File: src/sv/deadband_window_brightness_ramp_defines.svh
// assertion macros for the deadband window brightness ramp
// used by the top level only; expects signals named clock and reset in scope
`ifndef DEADBAND_WINDOW_BRIGHTNESS_RAMP_DEFINES_SVH
`define DEADBAND_WINDOW_BRIGHTNESS_RAMP_DEFINES_SVH

// same-cycle implication, quiet during reset
`define DBWBR_ASSERT_IMPL(lbl, ante, cons, msg) \
   lbl: assert property (@(posedge clock) disable iff (reset) (ante) |-> (cons)) \
      else $error(msg);

// next-cycle implication, quiet during reset
`define DBWBR_ASSERT_NEXT(lbl, ante, cons, msg) \
   lbl: assert property (@(posedge clock) disable iff (reset) (ante) |=> (cons)) \
      else $error(msg);

`endif

File: src/sv/dbwbr_pkg.sv
// shared types and constants for the deadband window brightness ramp
// no dependencies
`default_nettype none

package dbwbr_pkg;

   localparam int SAMPLE_BITS_DEF = 8;
   localparam int CSR_DATA_BITS   = 8;
   localparam int CSR_INDEX_BITS  = 2;
   localparam int STEP_BITS       = 7;
   localparam int LEVEL_BITS      = 8;

   localparam logic [STEP_BITS-1:0] MAX_STEPS = 7'd64;
   localparam logic [STEP_BITS-1:0] MIN_STEPS = 7'd1;

   localparam logic [7:0]           DEADBAND_RST    = 8'd8;
   localparam logic [STEP_BITS-1:0] RAMP_STEPS_RST  = 7'd8;
   localparam logic [7:0]           WINDOW_LOW_RST  = 8'd16;
   localparam logic [7:0]           WINDOW_HIGH_RST = 8'd240;

   typedef enum logic [CSR_INDEX_BITS-1:0] {
      CSR_DEADBAND    = 2'd0,
      CSR_RAMP_STEPS  = 2'd1,
      CSR_WINDOW_LOW  = 2'd2,
      CSR_WINDOW_HIGH = 2'd3
   } csr_index_type;

   typedef enum logic [3:0] {
      S_IDLE  = 4'b0001,
      S_CHECK = 4'b0010,
      S_DIV   = 4'b0100,
      S_RAMP  = 4'b1000
   } state_type;

endpackage

`default_nettype wire

File: src/sv/dbwbr_div.sv
// bit-serial restoring divider: one quotient bit per cycle
// depends on dbwbr_pkg for the divisor width
`default_nettype none

module dbwbr_div
   import dbwbr_pkg::*;
#(
   parameter int SAMPLE_BITS = SAMPLE_BITS_DEF
) (
   input  wire logic                   clock,
   input  wire logic                   reset,
   input  wire logic                   start,
   input  wire logic [SAMPLE_BITS-1:0] dividend,
   input  wire logic [STEP_BITS-1:0]   divisor,
   output logic                        done,
   output logic [SAMPLE_BITS-1:0]      quotient,
   output logic [STEP_BITS-1:0]        remainder
);

   localparam int CNT_W = $clog2(SAMPLE_BITS + 1);

   logic [SAMPLE_BITS-1:0] quo_ff, quo_in;
   logic [STEP_BITS-1:0]   rem_ff, rem_in;
   logic [STEP_BITS-1:0]   dvs_ff;
   logic [CNT_W-1:0]       cnt_ff, cnt_in;
   logic                   run_ff, run_in;
   logic                   done_ff, done_in;
   logic [STEP_BITS:0]     trial;
   logic [STEP_BITS:0]     diff;
   logic                   fits;

   // partial remainder stays below the divisor, so one extra bit covers the shift
   assign trial = {rem_ff, quo_ff[SAMPLE_BITS-1]};
   assign diff  = trial - {1'b0, dvs_ff};
   assign fits  = (trial >= {1'b0, dvs_ff});

   always_comb begin
      quo_in  = quo_ff;
      rem_in  = rem_ff;
      cnt_in  = cnt_ff;
      run_in  = run_ff;
      done_in = 1'b0;
      if (start) begin
         quo_in = dividend;
         rem_in = '0;
         cnt_in = CNT_W'(SAMPLE_BITS);
         run_in = 1'b1;
      end else if (run_ff) begin
         quo_in = {quo_ff[SAMPLE_BITS-2:0], fits};
         rem_in = fits ? diff[STEP_BITS-1:0] : trial[STEP_BITS-1:0];
         cnt_in = cnt_ff - CNT_W'(1);
         if (cnt_ff == CNT_W'(1)) begin
            run_in  = 1'b0;
            done_in = 1'b1;
         end
      end
   end

   always_ff @(posedge clock) begin
      if (reset) begin
         run_ff  <= 1'b0;
         done_ff <= 1'b0;
         cnt_ff  <= '0;
      end else begin
         run_ff  <= run_in;
         done_ff <= done_in;
         cnt_ff  <= cnt_in;
      end
   end

   always_ff @(posedge clock) begin
      quo_ff <= quo_in;
      rem_ff <= rem_in;
      if (start) begin
         dvs_ff <= divisor;
      end
   end

   assign done      = done_ff;
   assign quotient  = quo_ff;
   assign remainder = rem_ff;

endmodule

`default_nettype wire

File: src/sv/deadband_window_brightness_ramp.sv
// Deadband filter and linear brightness ramp. Each sample transaction first passes a
// deadband filter; if the held value lies inside [window_low, window_high] and differs
// from the present level, the block ramps to it in ramp_steps result transactions
// (0 counts as 1, above 64 as 64), the last one flagged. A sample is filtered and
// checked, then the bit-serial divider splits the level difference by the step count,
// then the ramp emits one step per cycle while the output register is free. No new
// sample is taken until the block is idle again.
// Configuration writes must happen while the block is idle.
`default_nettype none
`include "deadband_window_brightness_ramp_defines.svh"

module deadband_window_brightness_ramp
   import dbwbr_pkg::*;
#(
   parameter int SAMPLE_BITS = SAMPLE_BITS_DEF
) (
   input  wire logic                      clock,
   input  wire logic                      reset,
   input  wire logic                      csr_wr_en,
   input  wire logic [CSR_INDEX_BITS-1:0] csr_index,
   input  wire logic [CSR_DATA_BITS-1:0]  csr_wr_data,
   input  wire logic                      req_valid,
   output logic                           req_stall,
   input  wire logic [SAMPLE_BITS-1:0]    req_sample,
   output logic                           rsp_valid,
   input  wire logic                      rsp_stall,
   output logic [LEVEL_BITS-1:0]          rsp_level,
   output logic                           rsp_last
);

   localparam int XW = SAMPLE_BITS + 8;

   state_type              state_ff, state_in;
   logic [7:0]             deadband_ff;
   logic [STEP_BITS-1:0]   ramp_steps_ff;
   logic [7:0]             window_low_ff;
   logic [7:0]             window_high_ff;
   logic [SAMPLE_BITS-1:0] held_ff, held_in;
   logic [SAMPLE_BITS-1:0] cur_ff, cur_in;
   logic [SAMPLE_BITS-1:0] lvl_ff, lvl_in;
   logic [STEP_BITS-1:0]   k_ff, k_in;
   logic                   up_ff, up_in;
   logic                   rsp_valid_ff, rsp_valid_in;
   logic [LEVEL_BITS-1:0]  rsp_level_ff, rsp_level_in;
   logic                   rsp_last_ff, rsp_last_in;

   logic                   req_take;
   logic                   slot_free;
   logic [SAMPLE_BITS-1:0] samp_diff;
   logic                   pass_db;
   logic [XW-1:0]          tgt_x;
   logic                   in_window;
   logic                   go_ramp;
   logic                   up_now;
   logic [SAMPLE_BITS-1:0] lvl_diff;
   logic [STEP_BITS-1:0]   steps_eff;
   logic                   div_start;
   logic                   div_done;
   logic [SAMPLE_BITS-1:0] div_quo;
   logic [STEP_BITS-1:0]   div_rem;
   logic [XW-1:0]          rem_x;
   logic [SAMPLE_BITS-1:0] rem_s;
   logic [SAMPLE_BITS-1:0] step_lvl;
   logic [XW-1:0]          step_x;

   // configuration registers
   always_ff @(posedge clock) begin
      if (reset) begin
         deadband_ff    <= DEADBAND_RST;
         ramp_steps_ff  <= RAMP_STEPS_RST;
         window_low_ff  <= WINDOW_LOW_RST;
         window_high_ff <= WINDOW_HIGH_RST;
      end else if (csr_wr_en) begin
         case (csr_index_type'(csr_index))
            CSR_DEADBAND:    deadband_ff    <= csr_wr_data[7:0];
            CSR_RAMP_STEPS:  ramp_steps_ff  <= csr_wr_data[STEP_BITS-1:0];
            CSR_WINDOW_LOW:  window_low_ff  <= csr_wr_data[7:0];
            CSR_WINDOW_HIGH: window_high_ff <= csr_wr_data[7:0];
            default: ;
         endcase
      end
   end

   assign req_stall = (state_ff != S_IDLE);
   assign req_take  = req_valid && !req_stall;
   assign slot_free = !rsp_valid_ff || !rsp_stall;

   // deadband filter
   assign samp_diff = (held_ff >= req_sample) ? (held_ff - req_sample)
                                              : (req_sample - held_ff);
   assign pass_db   = (XW'(samp_diff) >= XW'(deadband_ff));

   // window and change check on the held value
   assign tgt_x     = XW'(held_ff);
   assign in_window = (tgt_x <= XW'(window_high_ff)) && (tgt_x >= XW'(window_low_ff));
   assign go_ramp   = in_window && (held_ff != cur_ff);
   assign up_now    = (held_ff > cur_ff);
   assign lvl_diff  = up_now ? (held_ff - cur_ff) : (cur_ff - held_ff);
   assign div_start = (state_ff == S_CHECK) && go_ramp;

   always_comb begin
      if (ramp_steps_ff == '0) begin
         steps_eff = MIN_STEPS;
      end else if (ramp_steps_ff > MAX_STEPS) begin
         steps_eff = MAX_STEPS;
      end else begin
         steps_eff = ramp_steps_ff;
      end
   end

   dbwbr_div #(
      .SAMPLE_BITS(SAMPLE_BITS)
   ) u_div (
      .clock    (clock),
      .reset    (reset),
      .start    (div_start),
      .dividend (lvl_diff),
      .divisor  (steps_eff),
      .done     (div_done),
      .quotient (div_quo),
      .remainder(div_rem)
   );

   // remainder never exceeds the difference, so it fits the sample width
   assign rem_x    = XW'(div_rem);
   assign rem_s    = rem_x[SAMPLE_BITS-1:0];
   assign step_lvl = up_ff ? (lvl_ff + div_quo) : (lvl_ff - div_quo);
   assign step_x   = XW'(step_lvl);

   always_comb begin
      state_in     = state_ff;
      held_in      = held_ff;
      cur_in       = cur_ff;
      lvl_in       = lvl_ff;
      k_in         = k_ff;
      up_in        = up_ff;
      rsp_valid_in = rsp_valid_ff && rsp_stall;
      rsp_level_in = rsp_level_ff;
      rsp_last_in  = rsp_last_ff;
      case (state_ff)
         S_IDLE: begin
            if (req_take) begin
               if (pass_db) begin
                  held_in = req_sample;
               end
               state_in = S_CHECK;
            end
         end
         S_CHECK: begin
            if (go_ramp) begin
               up_in    = up_now;
               k_in     = steps_eff;
               state_in = S_DIV;
            end else begin
               state_in = S_IDLE;
            end
         end
         S_DIV: begin
            if (div_done) begin
               lvl_in   = up_ff ? (cur_ff + rem_s) : (cur_ff - rem_s);
               state_in = S_RAMP;
            end
         end
         S_RAMP: begin
            if (slot_free) begin
               rsp_valid_in = 1'b1;
               rsp_level_in = step_x[LEVEL_BITS-1:0];
               rsp_last_in  = (k_ff == STEP_BITS'(1));
               lvl_in       = step_lvl;
               k_in         = k_ff - STEP_BITS'(1);
               if (k_ff == STEP_BITS'(1)) begin
                  cur_in   = step_lvl;
                  state_in = S_IDLE;
               end
            end
         end
         default: begin
            state_in = S_IDLE;
         end
      endcase
   end

   always_ff @(posedge clock) begin
      if (reset) begin
         state_ff     <= S_IDLE;
         held_ff      <= '0;
         cur_ff       <= '0;
         rsp_valid_ff <= 1'b0;
         k_ff         <= '0;
      end else begin
         state_ff     <= state_in;
         held_ff      <= held_in;
         cur_ff       <= cur_in;
         rsp_valid_ff <= rsp_valid_in;
         k_ff         <= k_in;
      end
   end

   always_ff @(posedge clock) begin
      lvl_ff       <= lvl_in;
      up_ff        <= up_in;
      rsp_level_ff <= rsp_level_in;
      rsp_last_ff  <= rsp_last_in;
   end

   assign rsp_valid = rsp_valid_ff;
   assign rsp_level = rsp_level_ff;
   assign rsp_last  = rsp_last_ff;

   `DBWBR_ASSERT_NEXT(a_ramp_lands_on_target, (state_ff == S_RAMP) && slot_free && (k_ff == STEP_BITS'(1)), (state_ff == S_IDLE) && (cur_ff == held_ff), "ramp did not end on the held value")
   `DBWBR_ASSERT_IMPL(a_div_done_in_div, div_done, state_ff == S_DIV, "divider finished outside the divide state")
   `DBWBR_ASSERT_IMPL(a_ramp_count_live, state_ff == S_RAMP, k_ff != '0, "ramp running with no steps left")
   `DBWBR_ASSERT_NEXT(a_take_goes_check, req_take, state_ff == S_CHECK, "accepted sample did not reach the check state")

endmodule

`default_nettype wire

File: config.mk
export PLATFORM = sky130hd
export DESIGN_NAME = deadband_window_brightness_ramp
export DESIGN_NICKNAME = d
export VERILOG_FILES = /design/src/sv/dbwbr_pkg.sv /design/src/sv/dbwbr_div.sv /design/src/sv/deadband_window_brightness_ramp.sv
export VERILOG_INCLUDE_DIRS = /design/src /design/src/sv
export SDC_FILE = /design/constraint.sdc
export NUM_CORES = 1
export LEC_CHECK = 0
export BUFFER_PORTS_ARGS = -buffer_cell sky130_fd_sc_hd__buf_2
export CAP_MARGIN = 20
export CELL_PAD_IN_SITES_DETAIL_PLACEMENT = 2
export CELL_PAD_IN_SITES_GLOBAL_PLACEMENT = 2
export CORE_MARGIN = 2
export CORE_UTILIZATION = 42
export CTS_CLUSTER_DIAMETER = 120
export DETAILED_ROUTE_END_ITERATION = 12
export PLACE_DENSITY = 0.88
export SLEW_MARGIN = 20
export SYNTH_ARGS = -nofsm -noshare
export SYNTH_HDL_FRONTEND = slang
export SYNTH_SLANG_ARGS = --single-unit
File: constraint.sdc
create_clock -name clock -period 9.2 [get_ports clock]
set_clock_uncertainty 0.2 [all_clocks]
set_input_delay 1.84 -clock clock [delete_from_list [all_inputs] [get_ports clock]]
set_output_delay 1.84 -clock clock [all_outputs]
set_load 0.05 [all_outputs]
==> metrics.yaml, run 1 <==
grt.overflow.total: 0
clkSlewWorstSetupHoldPaths_ns: 0.07
io_buffer_count: 33
hp-class: "reg2reg"
crit_path_start_kind: "primary input"
grt_antenna_before_repair: 0
period_minus_slack_ns: 6.07
cpMostUsedCell: "a21oi_1"
ys_warn_count: 0
synthTopCellsByCount: "nor2_1 (102), ha_1 (81), dfxtp_1 (72), inv_1 (72), a21oi_1 (65)"
critPathSlowestCell: "a2111oi_0"
worstSetupEndpointType: "flip-flop"
netlist_area_um2: 7100
r2r-end: "held_ff[3]"
wire_per_inst_um: 22.1
multiInputGateArea_um2: 4280
dp_hpwl_mm: 17.9
drt-total-wl_mm: 23.2
synth-seq-cells: 105
vdd_drop_max_mv: 0.181
post-route-util_pct: 46.7
nets: 936
syn_avg_cell_area_um2: 8.84
cts.sinks: 105
cts_root_buf: "clkbuf_16"
finalHoldViolations: 0
finalSetupTns_ns: 0
synthCells: 803
crit_arrival_ns: 6.10
drv_slew: 0
r2r_cells: 18
via_per_inst: 5.73
reg2reg_slack_ns: 4.01
dieArea_um2: 18000
crit_path_max_incr_delay_ns: 0.56
crit_chain: "buf_2 > ha_1 > inv_1 > fa_1 > a21o_1 > a21oi_1 > a21oi_1 > o211ai_1 > nand2_1 > mux2i_1 > xor2_1 > ha_1 > a21oi_1 > nor2b_1 > a2111oi_0 > a211o_1 > mux2i_1 > nor2_1"
clock_path_buffers: 2
ys_seq_area_share_pct: 34.3
whs_ns: 0.262
layout_setup_ws_ns: 3.13
numCtsBuffers: 9
drtAntennaViolNets: 0
path_max_fanout: 8
finalNonFillerCells: 1050
rsz0062_at_grt: "no"
first_pass_iters: 4
htree_levels: 3
drv_cap: 0
whs_path_depth: 2
yosys_most_used_dff: "dfxtp_1"
setup_viol: 0
relSlewSlack_pct: 47.0
placed_cells: 1034
critPathKind: "in2reg"
syn_nets: 914
drc: 0
power_mw: 2.08
grt_max_degree: 66
grtUsageTotal_pct: 27.2
place.gp.congestion: 0.977
fillers: 1864
worstSkewPairLatency_ns: 0.38
grt_pass1_vias: 6828
worst_pin_slew_ns: 0.794
yosys.area.top_type: "dfxtp_1"
leakage_nw: 3.30
min_from: "window_low_ff[6]"
area_delta_synth_final_pct: 8.99
fmax_ghz: 0.165
placementRows: 47
status: "finished clean"
cts_tree: "built"
dr.first_iter.drc_count: 284
r2r_start: "held_ff[0]"
hold_end: "window_low_ff[6]"
place_area_um2: 7460
async_flop_share_pct: 0
pre_cts_ws_ns: 2.87
synth_edf_count: 33
die_w_um: 134
postCtsResizedCells: 0
grt_first_pass_wirelength_mm: 37.6
yosysMostFrequentCell: "nor2_1"
initial_core_util_pct: 42.8
core-area_um2: 16600
yosys-top-cells-area: "dfxtp_1 (20%), ha_1 (14%), edfxtp_1 (14%)"
fin_crit_sh_pct: 66.0
drive_gt1_share_pct: 9.16
hold_buffers: 0
cts_post_setup_buffers_inserted: 0
final_area_um2: 7740
cellPowerDensity_nw_per_um2: 269
vias: 6019
synth_top_area_share_pct: 20.3
seqCellArea_um2: 2430
die_h_um: 134
ioPinCount: 34
antennaDiodeCount: 0
cp_data_required_time_ns: 9.23
synth_cell_types: 69
## routing by layer
metal,up-vias,global-route usage [%],wire length (um)
li1,2840,-,-
met1,3012,30.4,9410
met2,116,50.3,12300
met3,51,5.29,780
met4,0,11.7,767
met5,-,0,0
## cells by family (layout without fill, tap and decap cells)
family / count (synthesis) / after routing / synth area share (%)
flops: 105 / 105 / 34.3
buf+inv: 100 / 127 / 5.55
mux: 42 / 42 / 6.10
simple gates: 256 / 256 / 17.4
xor+xnor: 41 / 41 / 5.06
compound gates: 171 / 171 / 15.4
fa+ha+maj: 88 / 88 / 16.2
## area by class of cell
type                       instances  share of cell area (%)
timing repair buffer              38                    2.62
clock inverter                     5                   0.534
tap                              220                    3.56
sequential                       105                    31.4
multi-input combinational        598                    55.3
inverter                          73                    3.54
clock buffer                      11                    3.01
## registers in the layout, indices dropped and copies added (netlist names)
signal and count:
cur_ff 8, deadband_ff 8, held_ff 8, lvl_ff 8, rsp_level 8, u_div.quotient 8
window_high_ff 8, window_low_ff 8, k_ff 7, ramp_steps_ff 7, u_div.dvs_ff 7, u_div.remainder 7
state_ff 4, u_div.cnt_ff 4, rsp_last 1, rsp_valid 1, u_div.done 1, u_div.run_ff 1
up_ff 1
## power by group
part           internal (mW)  switching (mW)
clock                  0.186           0.196
combinational          0.426           0.645
sequential             0.541          0.0846
## cell usage in the layout, fill, tap and decap left out, types with 7 or more instances in the layout
master       n
a211o_1      7
a211oi_1     7
a21o_1       9
a21oi_1     65
a31oi_1      9
buf_2       33
clkbuf_16    9
dfxtp_1     72
edfxtp_1    33
fa_1         7
ha_1        81
inv_1       72
mux2i_1     35
nand2_1     56
nand2b_1    16
nand3_1     11
nand3b_1     8
nor2_1     102
nor2b_1     14
nor3_1      15
o211ai_1     8
o21ai_0     27
xnor2_1     23
xor2_1      18
## worst max-delay path, delay by kind of cell
family	cells	cell delay, ns
compound gates	7	2.05
fa+ha+maj	3	0.82
mux	2	0.60
simple gates	3	0.45
xor+xnor	1	0.17
buf+inv	2	0.17
## worst max-delay path by stage
stage | slack, ns | from | endpoint
finish | 3.13 | req_sample[0] | held_ff[3]
global route | 2.94 | req_sample[0] | held_ff[3]
CTS | 3.25 | req_sample[0] | held_ff[3]
detailed placement | 2.87 | req_sample[0] | held_ff[0]
global placement | 3.42 | req_sample[0] | held_ff[0]
floorplan | 3.87 | req_sample[0] | held_ff[1]
Note: power is estimated with default switching activity, not from simulation.
==> run 2: changes to the inputs <==
CORE_UTILIZATION = 35   (was 42)
PLACE_DENSITY = 0.78   (was 0.88)
clock period = 5.4 ns   (was 9.2 ns; I/O delays follow)
==> run 2 against run 1 <==
Highest routed layer unchanged. Non-clock buffer count up 1. Die area up 19%. Worst hold slack better by 0.0044 ns.
==> metrics.yaml, run 2 (same netlist as run 1, synthesis figures left out) <==
rsz0062_at_grt: "no"  # unchanged
most-common-layout-cells: "nor2_1 (102), ha_1 (81), inv_1 (72), dfxtp_1 (72), a21oi_1 (65)"  # unchanged
placed_cells: 1085  # was 1034
drv_slew: 0  # unchanged
critPathKind: "in2reg"  # unchanged
place_area_um2: 7530  # was 7460 um^2
post-route-util_pct: 39.1  # was 46.7%
core-area_um2: 20000  # was 16600 um^2
numCtsBuffers: 9  # unchanged
min_from: "window_low_ff[2]"  # was window_low_ff[6]
initial_core_util_pct: 35.4  # was 42.8%
die_w_um: 146  # was 134 um
dp_hpwl_mm: 16.0  # was 17.9 mm
ioPinCount: 34  # unchanged
drc: 0  # unchanged
path_max_fanout: 8  # unchanged
worstSkewPairLatency_ns: 0.36  # was 0.38 ns
grt_first_pass_wirelength_mm: 34.3  # was 37.6 mm
clkSlewWorstSetupHoldPaths_ns: 0.07  # about the same
io_buffer_count: 33  # unchanged
r2r-end: "held_ff[5]"  # was held_ff[3]
postCtsResizedCells: 0  # unchanged
grt_pass1_vias: 6287  # was 6828
period_minus_slack_ns: 4.88
seqCellArea_um2: 2430  # unchanged
dieArea_um2: 21400  # was 18000 um^2
whs_path_depth: 2  # unchanged
grt_antenna_before_repair: 0  # unchanged
whs_ns: 0.266  # was 0.262 ns
worst_pin_slew_ns: 0.742  # was 0.794 ns
leakage_nw: 3.34  # was 3.30 nW
reg2reg_slack_ns: 0.70  # was 4.01 ns
drtAntennaViolNets: 0  # unchanged
grt_max_degree: 57  # was 66
hold_end: "window_low_ff[2]"  # was window_low_ff[6]
setup_viol: 0  # unchanged
fin_crit_sh_pct: 90.4
final_area_um2: 7840  # was 7740 um^2
fmax_ghz: 0.205
cts.sinks: 105  # unchanged
crit_arrival_ns: 4.90  # was 6.10 ns
crit_path_start_kind: "primary input"  # unchanged
first_pass_iters: 8  # was 4
vias: 5788  # was 6019
area_delta_synth_final_pct: 10.4  # was 8.99%
placementRows: 52  # was 47
vdd_drop_max_mv: 0.177  # was 0.181 mV
finalHoldViolations: 0  # unchanged
worstSetupEndpointType: "flip-flop"  # unchanged
r2r_cells: 17  # was 18
mostFrequentLayoutCell: "nor2_1"  # unchanged
hp-class: "reg2reg"  # unchanged
grtUsageTotal_pct: 20.1  # was 27.2%
drive_gt1_share_pct: 9.27  # was 9.16%
drt-total-wl_mm: 20.7  # was 23.2 mm
drv_cap: 0  # unchanged
cts_post_setup_buffers_inserted: 0  # unchanged
cellPowerDensity_nw_per_um2: 445  # was 269 nW/um^2
antennaDiodeCount: 0  # unchanged
cts_root_buf: "clkbuf_16"  # unchanged
relSlewSlack_pct: 50.5  # was 47.0%
finalSetupTns_ns: 0  # unchanged
clock_path_buffers: 2  # unchanged
hold_buffers: 0  # unchanged
fillers: 2297  # was 1864
via_per_inst: 5.26  # was 5.73
finalNonFillerCells: 1101  # was 1050
dr.first_iter.drc_count: 189  # was 284
cts_tree: "built"  # unchanged
status: "finished clean"  # unchanged
wire_per_inst_um: 18.8  # was 22.1 um
r2r_start: "held_ff[0]"  # unchanged
die_h_um: 146  # was 134 um
multiInputGateArea_um2: 4280  # unchanged
cp_data_required_time_ns: 5.42  # was 9.23 ns
place.gp.congestion: 0.789  # was 0.977
htree_levels: 3  # unchanged
grt.overflow.total: 0  # unchanged
nets: 937  # was 936
## run 2: cell type report
type                       instances  area share, %
clock inverter                     4          0.638
tap                              270           4.31
sequential                       105           31.0
timing repair buffer              39           2.68
clock buffer                      12           3.29
inverter                          73           3.49
multi-input combinational        598           54.6
## run 2: power by group
part	switching, mW	internal [mW]	leakage, nW
sequential	0.137	0.921	0.886
combinational	1.01	0.715	2.30
clock	0.319	0.390	0.153
## run 2: worst max path at each step
stage / from / to / slack (ns) / depth (start not counted)
3_3_place_gp: req_sample[0] / held_ff[0] / 0.36 / 17
4_1_cts: req_sample[0] / held_ff[2] / 0.52 / 17
6_report: req_sample[0] / held_ff[5] / 0.52 / 17
2_1_floorplan: req_sample[0] / held_ff[1] / 0.83 / 17
3_5_place_dp: req_sample[0] / held_ff[2] / 0.14 / 17
5_1_grt: req_sample[0] / held_ff[5] / 0.08 / 17
## run 2: per-layer routing
metal  up-vias  track usage, %  share of wire (%)
li1       2842               -                  -
met1      2887            26.3                 48
met2        44            35.4                 49
met3        15            2.44                1.4
met4         0            4.85                1.6
met5         -               0                  0
## run 2: per-stage QoR
stage	power (mW)	setup WS, ns
floorplan	2.34	0.833
global placement	2.69	0.357
detailed placement	2.79	0.138
CTS	3.53	0.520
global route	3.77	0.0817
finish	3.49	0.520
## run 2: critical path, cell delays in order
cell and delay, ns:
buf_2 0.10, ha_1 0.17, inv_1 0.05, fa_1 0.39
a21o_1 0.17, a21oi_1 0.23, a21oi_1 0.10, o211ai_1 0.16
nand2_1 0.26, mux2i_1 0.28, xor2_1 0.19, ha_1 0.27
and3_1 0.20, a2111oi_0 0.45, a211o_1 0.50, mux2i_1 0.24
nor2_1 0.06
